--- config.mk ---
export PLATFORM = sky130hd
export DESIGN_NAME = source_text_tokenizer_flat
export DESIGN_NICKNAME = d
export VERILOG_FILES = /design/src/sv/stt_pkg.sv /design/src/sv/stt_byte_if.sv /design/src/sv/stt_token_if.sv /design/src/sv/stt_result_queue.sv /design/src/sv/source_text_tokenizer.sv /design/src/flat_wrapper.sv
export SDC_FILE = /design/constraint.sdc
export NUM_CORES = 1
export LEC_CHECK = 0
export BUFFER_PORTS_ARGS = -buffer_cell sky130_fd_sc_hd__buf_4
export CAP_MARGIN = 10
export CORE_ASPECT_RATIO = 1.2
export CORE_MARGIN = 8
export CORE_UTILIZATION = 39
export CTS_CLUSTER_SIZE = 16
export DETAILED_ROUTE_END_ITERATION = 12
export SLEW_MARGIN = 20
export SYNTH_ARGS = -nofsm -noshare
export SYNTH_HDL_FRONTEND = slang
export SYNTH_SLANG_ARGS = --single-unit
--- constraint.sdc ---
create_clock -name clk -period 11.73 [get_ports clk]
set_input_delay 2.346 -clock clk [delete_from_list [all_inputs] [get_ports clk]]
set_output_delay 2.346 -clock clk [all_outputs]
set_load 0.01 [all_outputs]
--- src/sv/stt_pkg.sv ---
// Shared types, constants and helper functions of the source text tokenizer.
// No dependencies; all files of the block but stt_byte_if use this package.
package stt_pkg;

  localparam int OFFSET_BITS     = 16;
  localparam int KEYWORD_MAX_LEN = 7;
  localparam int CNT_W           = $clog2(KEYWORD_MAX_LEN + 2);
  localparam int IDX_W           = $clog2(KEYWORD_MAX_LEN);
  localparam int QUEUE_DEPTH     = 3;
  localparam int QCNT_W          = $clog2(QUEUE_DEPTH + 1);
  localparam int CAND_N          = 4;

  localparam logic [OFFSET_BITS-1:0] OFS_MAX = '1;

  localparam logic [7:0] CH_NUL    = 8'h00;
  localparam logic [7:0] CH_TAB    = 8'h09;
  localparam logic [7:0] CH_LF     = 8'h0A;
  localparam logic [7:0] CH_CR     = 8'h0D;
  localparam logic [7:0] CH_SPACE  = 8'h20;
  localparam logic [7:0] CH_SEMI   = 8'h3B;
  localparam logic [7:0] CH_COMMA  = 8'h2C;
  localparam logic [7:0] CH_PERIOD = 8'h2E;
  localparam logic [7:0] CH_LPAREN = 8'h28;
  localparam logic [7:0] CH_RPAREN = 8'h29;
  localparam logic [7:0] CH_QUOTE  = 8'h27;
  localparam logic [7:0] CH_UNDER  = 8'h5F;

  localparam logic [8*7-1:0] KW_PROGRAM = "program";
  localparam logic [8*5-1:0] KW_BEGIN   = "begin";
  localparam logic [8*3-1:0] KW_END     = "end";

  typedef enum logic [3:0] {
    TOK_IDENT   = 4'd0,
    TOK_PROGRAM = 4'd1,
    TOK_BEGIN   = 4'd2,
    TOK_END     = 4'd3,
    TOK_SEMI    = 4'd4,
    TOK_COMMA   = 4'd5,
    TOK_PERIOD  = 4'd6,
    TOK_LPAREN  = 4'd7,
    TOK_RPAREN  = 4'd8,
    TOK_STRING  = 4'd9,
    TOK_UNKNOWN = 4'd10,
    TOK_EOF     = 4'd11
  } tok_type_t;

  typedef enum logic [1:0] {
    MODE_IDLE   = 2'd0,
    MODE_IDENT  = 2'd1,
    MODE_STRING = 2'd2
  } mode_t;

  typedef struct packed {
    tok_type_t              token_type;
    logic [OFFSET_BITS-1:0] token_start;
    logic [OFFSET_BITS-1:0] token_length;
    logic                   last_of_run;
  } entry_t;

  typedef struct packed {
    logic              valid;
    logic [QCNT_W-1:0] count;
  } push_ctl_t;

  typedef logic [KEYWORD_MAX_LEN-1:0][7:0] prefix_t;

  function automatic logic is_alpha_us(input logic [7:0] c);
    return (c >= "a" && c <= "z") || (c >= "A" && c <= "Z") || c == CH_UNDER;
  endfunction

  function automatic logic is_ident_char(input logic [7:0] c);
    return is_alpha_us(c) || (c >= "0" && c <= "9");
  endfunction

  function automatic tok_type_t keyword_type(input prefix_t pfx,
                                             input logic [CNT_W-1:0] cnt);
    logic m_prog;
    logic m_begin;
    logic m_end;
    m_prog  = (cnt == CNT_W'(7));
    m_begin = (cnt == CNT_W'(5));
    m_end   = (cnt == CNT_W'(3));
    for (int i = 0; i < 7; i++) begin
      m_prog = m_prog && (pfx[i] == KW_PROGRAM[8*(6-i) +: 8]);
    end
    for (int i = 0; i < 5; i++) begin
      m_begin = m_begin && (pfx[i] == KW_BEGIN[8*(4-i) +: 8]);
    end
    for (int i = 0; i < 3; i++) begin
      m_end = m_end && (pfx[i] == KW_END[8*(2-i) +: 8]);
    end
    if (m_prog) return TOK_PROGRAM;
    if (m_begin) return TOK_BEGIN;
    if (m_end) return TOK_END;
    return TOK_IDENT;
  endfunction

  function automatic logic [OFFSET_BITS-1:0] close_len(
      input logic [OFFSET_BITS:0]   end_pos,
      input logic [OFFSET_BITS-1:0] tb);
    logic [OFFSET_BITS:0] diff;
    diff = end_pos - (OFFSET_BITS+1)'(tb);
    if (end_pos < (OFFSET_BITS+1)'(tb)) return '0;
    if (diff > (OFFSET_BITS+1)'(OFS_MAX)) return OFS_MAX;
    return diff[OFFSET_BITS-1:0];
  endfunction

  function automatic entry_t mk_entry(input tok_type_t t,
                                      input logic [OFFSET_BITS-1:0] start,
                                      input logic [OFFSET_BITS-1:0] len);
    entry_t e;
    e.token_type   = t;
    e.token_start  = start;
    e.token_length = len;
    e.last_of_run  = 1'b0;
    return e;
  endfunction

endpackage

--- src/sv/stt_byte_if.sv ---
// Input channel of the tokenizer: one source byte and its end-of-file flag.
// Does not depend on stt_pkg; plain valid/ready handshake.
interface stt_byte_if;
  logic       valid;
  logic       ready;
  logic [7:0] in_byte;
  logic       end_of_file;

  modport source (output valid, output in_byte, output end_of_file, input ready);
  modport sink (input valid, input in_byte, input end_of_file, output ready);
endinterface

--- src/sv/stt_token_if.sv ---
// Output channel of the tokenizer: one token record per item.
// Depends on stt_pkg for the offset width.
interface stt_token_if;
  logic                           valid;
  logic                           ready;
  logic [3:0]                     token_type;
  logic [stt_pkg::OFFSET_BITS-1:0] token_start;
  logic [stt_pkg::OFFSET_BITS-1:0] token_length;
  logic                           last_of_run;

  modport source (output valid, output token_type, output token_start,
                  output token_length, output last_of_run, input ready);
  modport sink (input valid, input token_type, input token_start,
                input token_length, input last_of_run, output ready);
endinterface

--- src/sv/stt_result_queue.sv ---
// Result queue: holds the up to three token records of one byte and drains them
// one per cycle while tokens.ready is high. Depends on stt_pkg and stt_token_if.
module stt_result_queue (
  input  logic                  clk,
  input  logic                  rst,
  input  stt_pkg::push_ctl_t    push,
  input  stt_pkg::entry_t       items [stt_pkg::QUEUE_DEPTH],
  output logic                  can_take,
  stt_token_if.source           tokens
);

  stt_pkg::entry_t                 q [stt_pkg::QUEUE_DEPTH];
  logic [stt_pkg::QCNT_W-1:0]      cnt;
  logic                            pop;

  assign pop      = tokens.valid && tokens.ready;
  assign can_take = (cnt == '0) || ((cnt == stt_pkg::QCNT_W'(1)) && tokens.ready);

  assign tokens.valid        = (cnt != '0);
  assign tokens.token_type   = q[0].token_type;
  assign tokens.token_start  = q[0].token_start;
  assign tokens.token_length = q[0].token_length;
  assign tokens.last_of_run  = q[0].last_of_run;

  always_ff @(posedge clk) begin
    if (rst) begin
      cnt <= '0;
    end else if (push.valid) begin
      cnt <= push.count;
    end else if (pop) begin
      cnt <= cnt - 1'b1;
    end
  end

  always_ff @(posedge clk) begin
    if (push.valid) begin
      q <= items;
    end else if (pop) begin
      for (int i = 0; i < stt_pkg::QUEUE_DEPTH - 1; i++) begin
        q[i] <= q[i+1];
      end
    end
  end

endmodule

--- src/sv/source_text_tokenizer.sv ---
// Top level of the source text tokenizer: scanner state, byte classification
// and keyword match. Depends on stt_pkg, stt_byte_if, stt_token_if, stt_result_queue.
//
//   channel  | direction | item
//   ---------+-----------+------------------------------------------------
//   bytes    | in        | in_byte, end_of_file
//   tokens   | out       | token_type, token_start, token_length, last_of_run
//
// A byte is scanned in the cycle it is accepted; its 0 to 3 token records land
// in the result queue at that edge and leave one per cycle from the next cycle
// while tokens.ready is high; the next byte is taken in the cycle the last of
// them is taken, so bytes with at most one token stream at one per cycle.
// Reset (rst, synchronous) clears the scan mode, offsets and queue. A stall on
// tokens holds the queue and then bytes.ready.
module source_text_tokenizer (
  input  logic        clk,
  input  logic        rst,
  stt_byte_if.sink    bytes,
  stt_token_if.source tokens
);

  localparam int OB = stt_pkg::OFFSET_BITS;

  stt_pkg::mode_t               mode, mode_mid, mode_next;
  logic [OB-1:0]                byte_offset, byte_offset_next;
  logic [OB-1:0]                token_begin, token_begin_mid, token_begin_next;
  stt_pkg::prefix_t             ident_prefix, ident_prefix_next;
  logic [stt_pkg::CNT_W-1:0]    ident_count, ident_count_mid, ident_count_next;

  logic                         accept;
  logic                         can_take;
  logic [7:0]                   b;
  logic                         consumed;
  logic [OB:0]                  off_p1;
  stt_pkg::entry_t              cand   [stt_pkg::CAND_N];
  logic [stt_pkg::CAND_N-1:0]   cand_v;
  stt_pkg::entry_t              items  [stt_pkg::QUEUE_DEPTH];
  logic [stt_pkg::QCNT_W-1:0]   n;
  stt_pkg::push_ctl_t           push;

  assign b            = bytes.in_byte;
  assign bytes.ready  = can_take;
  assign accept       = bytes.valid && can_take;
  assign off_p1       = (OB+1)'(byte_offset) + 1'b1;

  always_comb begin
    mode_mid          = mode;
    token_begin_mid   = token_begin;
    ident_prefix_next = ident_prefix;
    ident_count_mid   = ident_count;
    consumed          = 1'b0;
    cand_v            = '0;
    for (int i = 0; i < stt_pkg::CAND_N; i++) begin
      cand[i] = stt_pkg::mk_entry(stt_pkg::TOK_EOF, '0, '0);
    end

    if (b == stt_pkg::CH_NUL) begin
      unique case (mode)
        stt_pkg::MODE_IDENT: begin
          cand_v[2] = 1'b1;
          cand[2]   = stt_pkg::mk_entry(stt_pkg::keyword_type(ident_prefix, ident_count),
                        token_begin, stt_pkg::close_len((OB+1)'(byte_offset), token_begin));
        end
        stt_pkg::MODE_STRING: begin
          cand_v[2] = 1'b1;
          cand[2]   = stt_pkg::mk_entry(stt_pkg::TOK_STRING, token_begin,
                        stt_pkg::close_len((OB+1)'(byte_offset), token_begin));
        end
        default: ;
      endcase
      cand_v[3] = 1'b1;
    end else begin
      unique case (mode)
        stt_pkg::MODE_IDENT: begin
          if (stt_pkg::is_ident_char(b)) begin
            if (ident_count < stt_pkg::CNT_W'(stt_pkg::KEYWORD_MAX_LEN)) begin
              ident_prefix_next[ident_count[stt_pkg::IDX_W-1:0]] = b;
            end
            if (ident_count <= stt_pkg::CNT_W'(stt_pkg::KEYWORD_MAX_LEN)) begin
              ident_count_mid = ident_count + 1'b1;
            end
            consumed = 1'b1;
          end else begin
            cand_v[0] = 1'b1;
            cand[0]   = stt_pkg::mk_entry(stt_pkg::keyword_type(ident_prefix, ident_count),
                          token_begin, stt_pkg::close_len((OB+1)'(byte_offset), token_begin));
            mode_mid  = stt_pkg::MODE_IDLE;
          end
        end
        stt_pkg::MODE_STRING: begin
          if (b == stt_pkg::CH_QUOTE) begin
            cand_v[0] = 1'b1;
            cand[0]   = stt_pkg::mk_entry(stt_pkg::TOK_STRING, token_begin,
                          stt_pkg::close_len(off_p1, token_begin));
            mode_mid  = stt_pkg::MODE_IDLE;
          end
          consumed = 1'b1;
        end
        default: mode_mid = stt_pkg::MODE_IDLE;
      endcase

      if (!consumed) begin
        case (b) inside
          stt_pkg::CH_SPACE, stt_pkg::CH_TAB, stt_pkg::CH_CR, stt_pkg::CH_LF: ;
          stt_pkg::CH_SEMI: begin
            cand_v[1] = 1'b1;
            cand[1]   = stt_pkg::mk_entry(stt_pkg::TOK_SEMI, byte_offset, OB'(1));
          end
          stt_pkg::CH_COMMA: begin
            cand_v[1] = 1'b1;
            cand[1]   = stt_pkg::mk_entry(stt_pkg::TOK_COMMA, byte_offset, OB'(1));
          end
          stt_pkg::CH_PERIOD: begin
            cand_v[1] = 1'b1;
            cand[1]   = stt_pkg::mk_entry(stt_pkg::TOK_PERIOD, byte_offset, OB'(1));
          end
          stt_pkg::CH_LPAREN: begin
            cand_v[1] = 1'b1;
            cand[1]   = stt_pkg::mk_entry(stt_pkg::TOK_LPAREN, byte_offset, OB'(1));
          end
          stt_pkg::CH_RPAREN: begin
            cand_v[1] = 1'b1;
            cand[1]   = stt_pkg::mk_entry(stt_pkg::TOK_RPAREN, byte_offset, OB'(1));
          end
          stt_pkg::CH_QUOTE: begin
            mode_mid        = stt_pkg::MODE_STRING;
            token_begin_mid = byte_offset;
          end
          default: begin
            if (stt_pkg::is_alpha_us(b)) begin
              mode_mid             = stt_pkg::MODE_IDENT;
              token_begin_mid      = byte_offset;
              ident_prefix_next[0] = b;
              ident_count_mid      = stt_pkg::CNT_W'(1);
            end else begin
              cand_v[1] = 1'b1;
              cand[1]   = stt_pkg::mk_entry(stt_pkg::TOK_UNKNOWN, byte_offset, OB'(1));
            end
          end
        endcase
      end

      if (bytes.end_of_file) begin
        unique case (mode_mid)
          stt_pkg::MODE_IDENT: begin
            cand_v[2] = 1'b1;
            cand[2]   = stt_pkg::mk_entry(
                          stt_pkg::keyword_type(ident_prefix_next, ident_count_mid),
                          token_begin_mid, stt_pkg::close_len(off_p1, token_begin_mid));
          end
          stt_pkg::MODE_STRING: begin
            cand_v[2] = 1'b1;
            cand[2]   = stt_pkg::mk_entry(stt_pkg::TOK_STRING, token_begin_mid,
                          stt_pkg::close_len(off_p1, token_begin_mid));
          end
          default: ;
        endcase
        cand_v[3] = 1'b1;
      end
    end
  end

  always_comb begin
    if (b == stt_pkg::CH_NUL || bytes.end_of_file) begin
      mode_next        = stt_pkg::MODE_IDLE;
      byte_offset_next = '0;
      token_begin_next = '0;
      ident_count_next = '0;
    end else begin
      mode_next        = mode_mid;
      byte_offset_next = (byte_offset == stt_pkg::OFS_MAX) ? byte_offset
                                                           : byte_offset + 1'b1;
      token_begin_next = token_begin_mid;
      ident_count_next = ident_count_mid;
    end
  end

  // Pack the valid candidates in emission order and flag the final one.
  always_comb begin
    n = '0;
    for (int i = 0; i < stt_pkg::QUEUE_DEPTH; i++) begin
      items[i] = stt_pkg::mk_entry(stt_pkg::TOK_EOF, '0, '0);
    end
    for (int i = 0; i < stt_pkg::CAND_N; i++) begin
      if (cand_v[i] && n < stt_pkg::QCNT_W'(stt_pkg::QUEUE_DEPTH)) begin
        items[n[1:0]] = cand[i];
        n = n + 1'b1;
      end
    end
    for (int i = 0; i < stt_pkg::QUEUE_DEPTH; i++) begin
      items[i].last_of_run = (stt_pkg::QCNT_W'(i + 1) == n);
    end
  end

  assign push.valid = accept;
  assign push.count = n;

  always_ff @(posedge clk) begin
    if (rst) begin
      mode        <= stt_pkg::MODE_IDLE;
      byte_offset <= '0;
      token_begin <= '0;
      ident_count <= '0;
    end else if (accept) begin
      mode        <= mode_next;
      byte_offset <= byte_offset_next;
      token_begin <= token_begin_next;
      ident_count <= ident_count_next;
    end
  end

  always_ff @(posedge clk) begin
    if (accept) begin
      ident_prefix <= ident_prefix_next;
    end
  end

  stt_result_queue u_queue (
    .clk      (clk),
    .rst      (rst),
    .push     (push),
    .items    (items),
    .can_take (can_take),
    .tokens   (tokens)
  );

endmodule
--- src/flat_wrapper.sv ---
// flat-port wrapper written by rule: the top's interface ports become plain ports
module source_text_tokenizer_flat 
  (clk, rst, bytes_valid, bytes_in_byte, bytes_end_of_file, bytes_ready, tokens_valid, tokens_token_type, tokens_token_start, tokens_token_length, tokens_last_of_run, tokens_ready);
  stt_byte_if bytes_i ();
  stt_token_if tokens_i ();
  input  logic clk;
  input  logic rst;
  input wire logic [$bits(bytes_i.valid)-1:0] bytes_valid;
  input wire logic [$bits(bytes_i.in_byte)-1:0] bytes_in_byte;
  input wire logic [$bits(bytes_i.end_of_file)-1:0] bytes_end_of_file;
  output wire logic [$bits(bytes_i.ready)-1:0] bytes_ready;
  output wire logic [$bits(tokens_i.valid)-1:0] tokens_valid;
  output wire logic [$bits(tokens_i.token_type)-1:0] tokens_token_type;
  output wire logic [$bits(tokens_i.token_start)-1:0] tokens_token_start;
  output wire logic [$bits(tokens_i.token_length)-1:0] tokens_token_length;
  output wire logic [$bits(tokens_i.last_of_run)-1:0] tokens_last_of_run;
  input wire logic [$bits(tokens_i.ready)-1:0] tokens_ready;
  assign bytes_i.valid = bytes_valid;
  assign bytes_i.in_byte = bytes_in_byte;
  assign bytes_i.end_of_file = bytes_end_of_file;
  assign bytes_ready = bytes_i.ready;
  assign tokens_valid = tokens_i.valid;
  assign tokens_token_type = tokens_i.token_type;
  assign tokens_token_start = tokens_i.token_start;
  assign tokens_token_length = tokens_i.token_length;
  assign tokens_last_of_run = tokens_i.last_of_run;
  assign tokens_i.ready = tokens_ready;
  source_text_tokenizer u_core (.clk(clk), .rst(rst), .bytes(bytes_i), .tokens(tokens_i));
endmodule
## Yosys cells after proc, flatten, opt, wreduce, memory -nomap -nowiden

Cells that the tools add are included.

| cells by class | value |
|---|---|
| $lt $le $gt $ge | 25 |
| bitwise gates (word level) | 7 |
| equality and inequality tests | 58 |
| reduce and logical (&&, ||, !) cells | 58 |
| multiplexer cells | 234 |
| add/sub/neg operators | 10 |

Operator list:

| operator | number |
|---|---|
| $mux 37 | 15 |
| $mux 16 | 32 |
| $mux 111 | 3 |
| $eq 8x7->1 const B | 31 |
| $mux 56 | 4 |
| $bwmux 111 | 2 |
| $demux 37 s2 | 3 |
| $mux 74 | 3 |
| $pmux 37 s2 | 3 |
| $mux 4 | 30 |
| $and 102x102->102 | 1 |
| $not 102->102 | 1 |
| $mux 1 | 99 |
| $mux 8 | 11 |
| $bwmux 56 | 1 |
| $eq 8x6->1 const B | 7 |
| $gt 17x16->1 const B | 3 |
| $mux 2 | 22 |
| $logic_and 1x1->1 | 43 |
| $mux 35 | 1 |
| $lt 17x16->1 | 2 |
| $mux 34 | 1 |
| $sub 17x16->17 | 2 |
| $demux 8 s3 | 1 |
| other kinds (43) | 71 |

| word-level totals | value |
|---|---|
| logic and storage cells | 416 |
| output and inout bits | 39 |
| bits in registers | 207 |

## Longest topological paths before layout

Gate-level depths: netlist (run 1).

| logic depth | value |
|---|---|
| depth in word-level cells | 51 |
| mapped depth | 24 |
| mapped depth without buffers | 22 |

## Modules after synthesis

A second synthesis (run 1) with hierarchy kept.

| second synthesis, totals | value |
|---|---|
| cells, all modules | 1569 |
| area total of the unflattened synthesis | 14800.4 µm² |

By module, submodules not included:

| module | times used | cells each | area each (µm²) |
|---|---|---|---|
| source_text_tokenizer | 1 | 1320 | 10037.1 |
| stt_result_queue | 1 | 249 | 4763.3 |

## Worst setup path before layout (run 1)

Ideal clock, no wire load.

| path | value |
|---|---|
| path type | input port to flip-flop |
| from | in bytes_in_byte[3] |
| to | reg u_core.u_queue.q (netlist bit u_core.u_queue.tokens.token_length[13]), data pin |
| slack | 4.476 ns |
| setup time | 0.259 ns |
| buffers on the path | 4 |
| cell stages on the path | 18 |
| data arrival time | 6.995 ns |
| path through | buf_6 -> or4_4 -> buf_6 -> o21ai_2 -> o21ai_0 -> o21ai_1 -> buf_2 -> mux2i_1 -> ha_1 -> nor2b_1 -> o31ai_1 -> a21oi_1 -> a2111oi_0 -> nor4_1 -> o21bai_1 -> clkbuf_1 -> o22ai_1 -> o31a_1 |

| between the ends | value |
|---|---|
| cells in the longest elaborated chain, start to end | 33 |

Ends and longest elaborated chain:

| element | RTL line | text |
|---|---|---|
| start: declaration | flat_wrapper.sv:9 | `input wire logic [$bits(bytes_i.in_byte)-1:0] bytes_in_byte;` |
| branches (longest 31 deep; another with $ge 8x7->1) | -- |  |
| $mux 111 (*) | source_text_tokenizer.sv:185 | `if (cand_v[i] && n < stt_pkg::QCNT_W'(stt_pkg::QUEUE_DEPTH)) begin` |
| $mux 74 (*) | stt_result_queue.sv:36 | `if (push.valid) begin` |
| end signal: assignment | stt_result_queue.sv:37 | `q <= items;` |
| end signal: indexed assignment | stt_result_queue.sv:40 | `q[i] <= q[i+1];` |
| end: declaration | stt_result_queue.sv:12 | `stt_pkg::entry_t q [stt_pkg::QUEUE_DEPTH];` |

Every way passes the cells marked *. The select of a mux whose other input is x is not followed.
A chain may end at the register's enable or synchronous reset.

## Final worst setup path (run 1)

| path | value |
|---|---|
| from | in bytes_in_byte[1] |
| to | reg u_core.u_queue.q (netlist bit u_core.u_queue.tokens.token_length[5]), data pin |

The elaborated chain is that of the path after synthesis.

==> summary.md, run 1 <==
| Metric | Value |
|---|---|
| Fin. max-slew vios | `0` |
| Status | `finished clean` |
| Most used cell, CP | `o21ai_0` |
| Unrepaired setup endpoints after global routing | `no` |
| PostCTS Resize Cnt | `0` |
| Final count of negative-setup-slack endpoints | `0` |
| Root Driver | `clkbuf_16` |
| Diode count | `0` |
| Mapped Nets | `approximately 1700` |
| Yosys warns | `0` |
| Share of post-route cells with drive strength above 1 | `12.10%` |
| Cell variety after synth | `93` |
| Worst Hold Class | `reg -> reg` |
| Cells along the critical path | `buf_4, and2_0, o2111a_1, o21ai_0, a21oi_1, o41ai_1, ha_1, nand2b_1, a21oi_1, or2_2, nand3b_1, o21ai_0, ha_1, inv_1, o31ai_2, buf_4, or4_1, a21oi_1, and2_1, o21ai_0, o21ai_0, a221o_1` |
| Fillcell total | `around 3700` |
| Setup Crit Path Kind | `in -> reg` |
| CP max FO | `25` |
| Worst setup EP type | `flip-flop` |
| CP arrival | `about 8.8 ns` |
| Max-Cap Viols | `0` |
| Clock Skew | `between 0.03 and 0.04 ns` |
| CP startpoint | `bytes_in_byte[1]` |
| Post-Place Cells | `2050` |
| Final hold vios | `0` |
| Pre-antenna DRT Iters | `5` |
| Die area | `~0.044 sq mm` |
| Drt first-iter violations | `1148` |
| Hold Crit Start | `u_core.u_queue.cnt[1]$_SDFFE_PP0P_` |
| CP startpoint kind | `input port` |
| CTS tree | `done` |
| Post-route non-filler standard cell count | `2100` |
| DRC | `0` |
| Max VDD drop | `approximately 0.11 mV` |
| Final worst-path cycle share | `71.33%` |
| Fin util | `43.08%` |
| Latest clock arrival within the worst-skew pair | `about 0.58 ns` |
| Sequential element share of the synthesized area | `39.28%` |
| Total CTS buffers | `27` |
| Leak | `5.729 nW` |
| Flops & latches, synth | `206` |
| Post-CTS Setup Repair Bufs | `0` |
| Syn-to-layout area delta | `9.878%` |
| Max clock buf depth | `3` |
| Fin Hold WS | `0.5015 ns` |
| IO Pins | `52` |
| Max Fclk | `119.5 MHz` |
| Buffers on Ports | `51` |
| Final ANT Viol Nets | `0` |
| Routed WL | `46690 microns` |
| Vias in the first global route | `12420` |
| CTS hold repair buffers | `0` |
| Core Box Area | `around 0.038 sq mm` |
| Post-Syn Area | `0.01473 sq mm` |
| Post-Syn Area per Cell | `9.076 sq um` |
| Worst R2R Start | `u_core.mode[1]$_SDFFE_PP0P_` |
| Grt ovf | `0` |
| Critical Path RT | `approximately 12 ns` |
| Max stage delay on crit path | `0.82 ns` |
| GP Congestion | `0.9231` |
| Die Height | `between 200 and 250 microns` |
| Relative slew margins | `27.26%` |
| HPWL Detailed | `33680 microns` |
| Async SR Flop Fraction | `0%` |
| Total power per unit cell area | `between 100 and 150 mW/mm^2` |
| Largest net degree at the start of global routing | `76` |
| First-pass GRT wire length | `72580 microns` |
| Cells after synthesis | `1623` |
| DR vias/cell | `6.070` |
| Clock Sinks | `roughly 210` |
| Row cnt | `78` |
| Fin crit period | `8.367 ns` |
| Clock slew at reported path FFs | `0.06 ns` |
| Average wire per standard cell | `22.23 microns` |
| Vias | `12750` |
| EDFF count, synth | `roughly 170` |
| Slowest CP cell | `a21oi_1` |
| GR Util All Layers | `20.44%` |
| Synth Flop Type | `edfxtp_1` |
| Least-Margin Pin Slew | `around 1.1 ns` |
| NumNets Final | `1681` |
| H-tree depth | `1` |
| Initial Util | `39.20%` |
| Sum Neg Setup Slack | `0 ns` |
| Die Span X | `193.4 microns` |
| Initial antenna violation count | `0` |
## flip-flops by register name (all words and copies together), names as in the netlist
signal and count:
u_core.u_queue.tokens.last_of_run 1, u_core.u_queue.tokens.token_type 4, u_core.u_queue.q 73, u_core.u_queue.cnt 2
u_core.mode 2, u_core.token_begin 16, u_core.byte_offset 16, u_core.ident_prefix 56
u_core.u_queue.tokens.token_start 16, u_core.u_queue.tokens.token_length 16, u_core.ident_count 4
## logic make-up after synthesis
| logic type | share of synthesized area (%) |
|---|---|
| xor gates and xnor gates | 3.032 |
| muxes | 5.861 |
| adders and majority gates | 6.014 |
| buffers and inverters | 5.784 |
| DFF | 39.28 |
| AOI/OAI and AO/OA | 20.80 |
| and+or+nand+nor | 19.23 |
## synth_stat cells, drive strengths merged, types with 9 or more instances
cell	n	area share (%)
edfxtp	166	34
o21ai	166	5.7
nor2	165	4.2
nand2	139	3.5
a21oi	95	3.3
clkbuf	71	1.8
ha	66	5.6
buf	57	2.6
inv	51	1.3
nor2b	43	1.8
mux2	42	3.2
dfxtp	40	5.4
mux2i	39	2.7
nor3	36	1.2
xnor2	31	1.8
nand3	24	0.85
nand2b	23	0.98
a21o	22	1.1
a221o	21	1.4
nand4	21	0.89
o21a	20	1.0
xor2	20	1.2
and3	18	0.76
o211ai	15	0.76
and2	14	0.59
a22oi	13	0.66
nor4	13	0.55
nand3b	11	0.56
o2111ai	11	0.70
a211oi	10	0.54
a22o	10	0.59
nor3b	10	0.54
o21bai	10	0.51
o22ai	10	0.42
o31ai	9	0.49
or3	9	0.38
or4	9	0.48
## per-stage QoR
stage / power [mW] / worst slack, ns / area [sq um]
after CTS: 2.363 / 3.576 / 16180
after floorplan: 1.355 / 4.476 / 14730
after global placement: 1.508 / 3.263 / 15280
after global routing: 2.437 / 2.983 / 16190
final: 2.341 / 3.363 / 16190
after detailed placement: 1.516 / 3.023 / 15280
## worst max-delay path: cells and delay by family
family          cells  cell delay (ns)
fa+ha+maj           2             0.51
simple gates        6             1.95
compound gates     11             3.45
buf+inv             3             0.52
## power breakdown
group | switching, mW | internal [mW] | total [mW]
registers | 0.0518 | 0.966 | 1.02
logic | 0.310 | 0.167 | 0.477
clock network | 0.352 | 0.495 | 0.847
total | 0.714 | 1.63 | 2.34
## path summary, 6_finish.rpt
check                                                                  endpoint  slack [ns]  cells after the start
worst max register to register  u_core.u_queue.tokens.token_length[5]$_DFFE_PP_        5.18                     22
worst max-delay path            u_core.u_queue.tokens.token_length[5]$_DFFE_PP_        3.36                     22
worst min-delay path                         u_core.u_queue.cnt[1]$_SDFFE_PP0P_        0.50                      2
worst min register to register               u_core.u_queue.cnt[1]$_SDFFE_PP0P_        0.50                      2
## cell type report
cell class / count / area (sq um) / area share (%)
clock buffers: 30 / 686.9 / 4.244
clock inverters: 20 / 214.0 / 1.322
inverters: 53 / 200.2 / 1.237
multi-input cells: 1236 / 8135 / 50.26
flip-flops and latches: 206 / 5786 / 35.75
well taps: 480 / 600.6 / 3.711
repair buffers: 75 / 563.0 / 3.479
## cell usage in the layout (no fill, tap or decap), types with 6 or more instances in the layout
cell type	instances
mux2i_1	39
nand2b_1	23
nand4_1	21
xnor2_1	31
inv_1	50
and2_1	13
a221o_1	21
o21bai_1	9
edfxtp_1	166
or4_1	8
a21oi_1	94
o21ai_1	6
nand3_1	23
nor3b_1	9
nand3b_1	11
a21o_1	22
clkinv_2	7
o21ai_0	156
o31ai_1	7
and3_1	18
nor3_1	35
ha_1	66
a22o_1	10
o2111ai_1	10
nor4_1	13
dfxtp_1	40
xor2_1	20
o211ai_1	15
o22ai_1	10
clkbuf_16	27
a211oi_1	9
nor2_1	162
buf_4	75
or3_1	9
nand2_1	138
a22oi_1	13
o21a_1	20
nor2b_1	43
mux2_2	42
## metal layers
metal  track usage, %  up-vias  part of all wire (%)
met4            10.23        0                   5.2
met1            24.33     6170                    40
met2            36.05      487                    50
met3            2.342      142                   5.6
li1                 -     5948                     -
met5                0        -                     0
Note: power is estimated with default switching activity, not from simulation.
==> inputs of run 2 (changes only) <==
clock period = 7.15 ns   (was 11.73 ns; I/O delays follow)
==> run 2 against run 1 <==
Compared with the run above: cell count rose by 0.38%; routed wire length grew 3.0%; sequential power increased by 63%; highest routed layer unchanged; via count hardly changed; worst hold slack got worse by 0.0019 ns; clock power up 59%; global-route usage is 0.54 points higher; setup slack worse by 2.7 ns; critical path depth unchanged; clock skew shrank 0.0020 ns; first-iteration DRC count decreased by 12%.
==> summary.md, run 2 (same netlist as run 1, synthesis figures left out) <==
| Metric | Value |
|---|---|
| CP arrival | `6.86 ns (was 8.79 ns)` |
| Placed instance area | `0.01537 sq mm (was 0.01528 sq mm)` |
| Max VDD drop | `0.1743 mV (was 0.1137 mV)` |
| Vias in the first global route | `12670 (was 12420)` |
| Initial antenna violation count | `1 (was 0)` |
| Worst R2R Start | `u_core.mode[1]$_SDFFE_PP0P_ (unchanged)` |
| Top flop regs | `u_core.u_queue.q x73, u_core.ident_prefix x56 (unchanged)` |
| Vias | `12740 (was 12750)` |
| DRC | `0 (unchanged)` |
| Post-route non-filler standard cell count | `2108 (was 2100)` |
| Fin util | `43.22% (was 43.08%)` |
| Cells along the critical path | `buf_4, or4_4, o21ai_2, o21ai_0, a21oi_1, o41ai_1, buf_4, ha_1, nand2b_1, a21oi_1, or2_2, nand3b_1, o21ai_0, ha_1, inv_1, o31ai_2, or4_1, a21oi_1, and2_1, o21ai_0, o21ai_0, a221o_1 (was buf_4, and2_0, o2111a_1, o21ai_0, a21oi_1, o41ai_1, ha_1, nand2b_1, a21oi_1, or2_2, nand3b_1, o21ai_0, ha_1, inv_1, o31ai_2, buf_4, or4_1, a21oi_1, and2_1, o21ai_0, o21ai_0, a221o_1)` |
| Worst reg-to-reg path cell count | `22 (unchanged)` |
| Critical Path RT | `7.55 ns (was 12.15 ns)` |
| Max stage delay on crit path | `0.64 ns (was 0.82 ns)` |
| Register name with the most flops | `u_core.u_queue.q (unchanged)` |
| Final ANT Viol Nets | `0 (unchanged)` |
| Register area | `0.005786 sq mm (unchanged)` |
| Initial Util | `39.20% (unchanged)` |
| Area of the multi-input gates | `0.008132 sq mm (was 0.008135 sq mm)` |
| Slowest CP cell | `or4_4 (was a21oi_1)` |
| Clock Sinks | `206 (unchanged)` |
| Total power per unit cell area | `234.3 mW/mm^2 (was 144.7 mW/mm^2)` |
| Max clock buf depth | `3 (unchanged)` |
| Die area | `0.04427 sq mm (unchanged)` |
| HPWL Detailed | `35180 microns (was 33680 microns)` |
| Leak | `5.783 nW (was 5.729 nW)` |
| Largest net degree at the start of global routing | `67 (was 76)` |
| Diode count | `0 (unchanged)` |
| Leading cell types in the layout, fill and taps excluded | `edfxtp_1 (166), nor2_1 (162), o21ai_0 (156) (unchanged)` |
| Post-CTS Setup Repair Bufs | `0 (unchanged)` |
| Commonest non-fill, non-tap cell in the layout | `edfxtp_1 (unchanged)` |
| Latest clock arrival within the worst-skew pair | `0.56 ns (was 0.58 ns)` |
| Clock Skew | `0.03035 ns (was 0.03240 ns)` |
| Pre-antenna DRT Iters | `5 (unchanged)` |
| Relative slew margins | `31.72% (was 27.26%)` |
| Max-Cap Viols | `0 (unchanged)` |
| Fillcell total | `3669 (was 3681)` |
| PostCTS Resize Cnt | `0 (unchanged)` |
| CP startpoint | `bytes_in_byte[0] (was bytes_in_byte[1])` |
| Syn-to-layout area delta | `10.24% (was 9.878%)` |
| Grt ovf | `0 (unchanged)` |
| Die Span X | `193.4 microns (unchanged)` |
| Fin worst setup slack | `0.6917 ns (was 3.363 ns)` |
| Setup Crit Path Kind | `in -> reg (unchanged)` |
| NumNets Final | `1692 (was 1681)` |
| Total CTS buffers | `25 (was 27)` |
| Clock slew at reported path FFs | `0.06 ns (about the same)` |
| Post-Place Cells | `2063 (was 2050)` |
| Unrepaired setup endpoints after global routing | `no (unchanged)` |
| DP Worst Slack | `0.2782 ns (was 3.023 ns)` |
| Most used cell, CP | `o21ai_0 (unchanged)` |
| Final hold vios | `0 (unchanged)` |
| IO Pins | `52 (unchanged)` |
| Status | `finished clean (unchanged)` |
| Final count of negative-setup-slack endpoints | `0 (unchanged)` |
| Sum Neg Setup Slack | `0 ns (unchanged)` |
| Worst setup EP type | `flip-flop (unchanged)` |
| Average wire per standard cell | `22.82 microns (was 22.23 microns)` |
| Die Height | `228.9 microns (unchanged)` |
| Fin. max-slew vios | `0 (unchanged)` |
| Least-Margin Pin Slew | `1.020 ns (was 1.091 ns)` |
| CTS tree | `done (unchanged)` |
| Hold Crit Start | `u_core.u_queue.cnt[1]$_SDFFE_PP0P_ (unchanged)` |
| Routed WL | `48110 microns (was 46690 microns)` |
| Max Fclk | `154.8 MHz` |
| DR vias/cell | `6.041 (was 6.070)` |
| Fin crit period | `6.458 ns` |
| First-pass GRT wire length | `74210 microns (was 72580 microns)` |
| Max FFs per register | `73 (unchanged)` |
| H-tree depth | `1 (unchanged)` |
| GR Util All Layers | `20.99% (was 20.44%)` |
| Worst Hold Class | `reg -> reg (unchanged)` |
| CTS hold repair buffers | `0 (unchanged)` |
| Fin area | `0.01624 sq mm (was 0.01619 sq mm)` |
| Root Driver | `clkbuf_16 (unchanged)` |
| Final worst-path cycle share | `between 90% and 100%` |
| Hold path depth | `2 (unchanged)` |
| Row cnt | `78 (unchanged)` |
| Buffers on Ports | `51 (unchanged)` |
| Drt first-iter violations | `1014 (was 1148)` |
| CP startpoint kind | `input port (unchanged)` |
| GP Congestion | `0.9436 (was 0.9231)` |
| Setup slack, reg-to-reg | `1.53 ns (was 5.18 ns)` |
| Share of post-route cells with drive strength above 1 | `12.22% (was 12.10%)` |
| Core Box Area | `0.03757 sq mm (unchanged)` |
| CP max FO | `23 (was 25)` |
-- run 2: cell count changes in the layout (fill, tap and decap cells not counted), sizes merged --
cell / previous run / this run
inv: 55 / 52
bufinv: 3 / 4
buf: 75 / 88
clkinvlp: 3 / 1
clkinv: 12 / 11
-- run 2: path summary, 6_finish.rpt --
| check | to |
|---|---|
| worst max-delay path | u_core.u_queue.tokens.token_length[5]$_DFFE_PP_ |
| worst min-delay path | u_core.u_queue.cnt[1]$_SDFFE_PP0P_ |
| worst max register to register | u_core.u_queue.q[47]$_DFFE_PP_ |
| worst min register to register | u_core.u_queue.cnt[1]$_SDFFE_PP0P_ |
-- run 2: per-layer routing --
layer	GRT usage, %	up-vias	routed length (microns)
li1	-	5968	-
met1	23.75	6228	18790
met2	38.01	413	24340
met3	2.401	126	2411
met4	11.56	0	2571
met5	0	-	0
-- run 2: report_power, final --
group          internal [mW]  switching [mW]  total, mW
clock network          0.815           0.533       1.35
logic                  0.277           0.516      0.793
registers               1.58          0.0818       1.66
-- run 2: stage by stage --
step                      power (mW)  hold WS [ns]
final                          3.805        0.4996
after global routing           3.967        0.5403
after CTS                      3.849        0.5086
after detailed placement       2.493        0.4948
after global placement         2.484        0.4779
after floorplan                2.223        0.4604
-- run 2: layout make-up --
| class | count | area share, % |
|---|---|---|
| clock buffer | 30 | 4.153 |
| clock inverter | 15 | 1.140 |
| inverter | 53 | 1.233 |
| multi-input combinational | 1236 | 50.08 |
| sequential | 206 | 35.63 |
| tap | 480 | 3.699 |
| timing repair buffer | 88 | 4.068 |
-- run 2: critical path, delay by kind of cell --
| kind | cells | cell delay (ns) |
|---|---|---|
| simple gates | 6 | 2.14 |
| compound gates | 11 | 2.33 |
| buf+inv | 3 | 0.42 |
| fa+ha+maj | 2 | 0.53 |
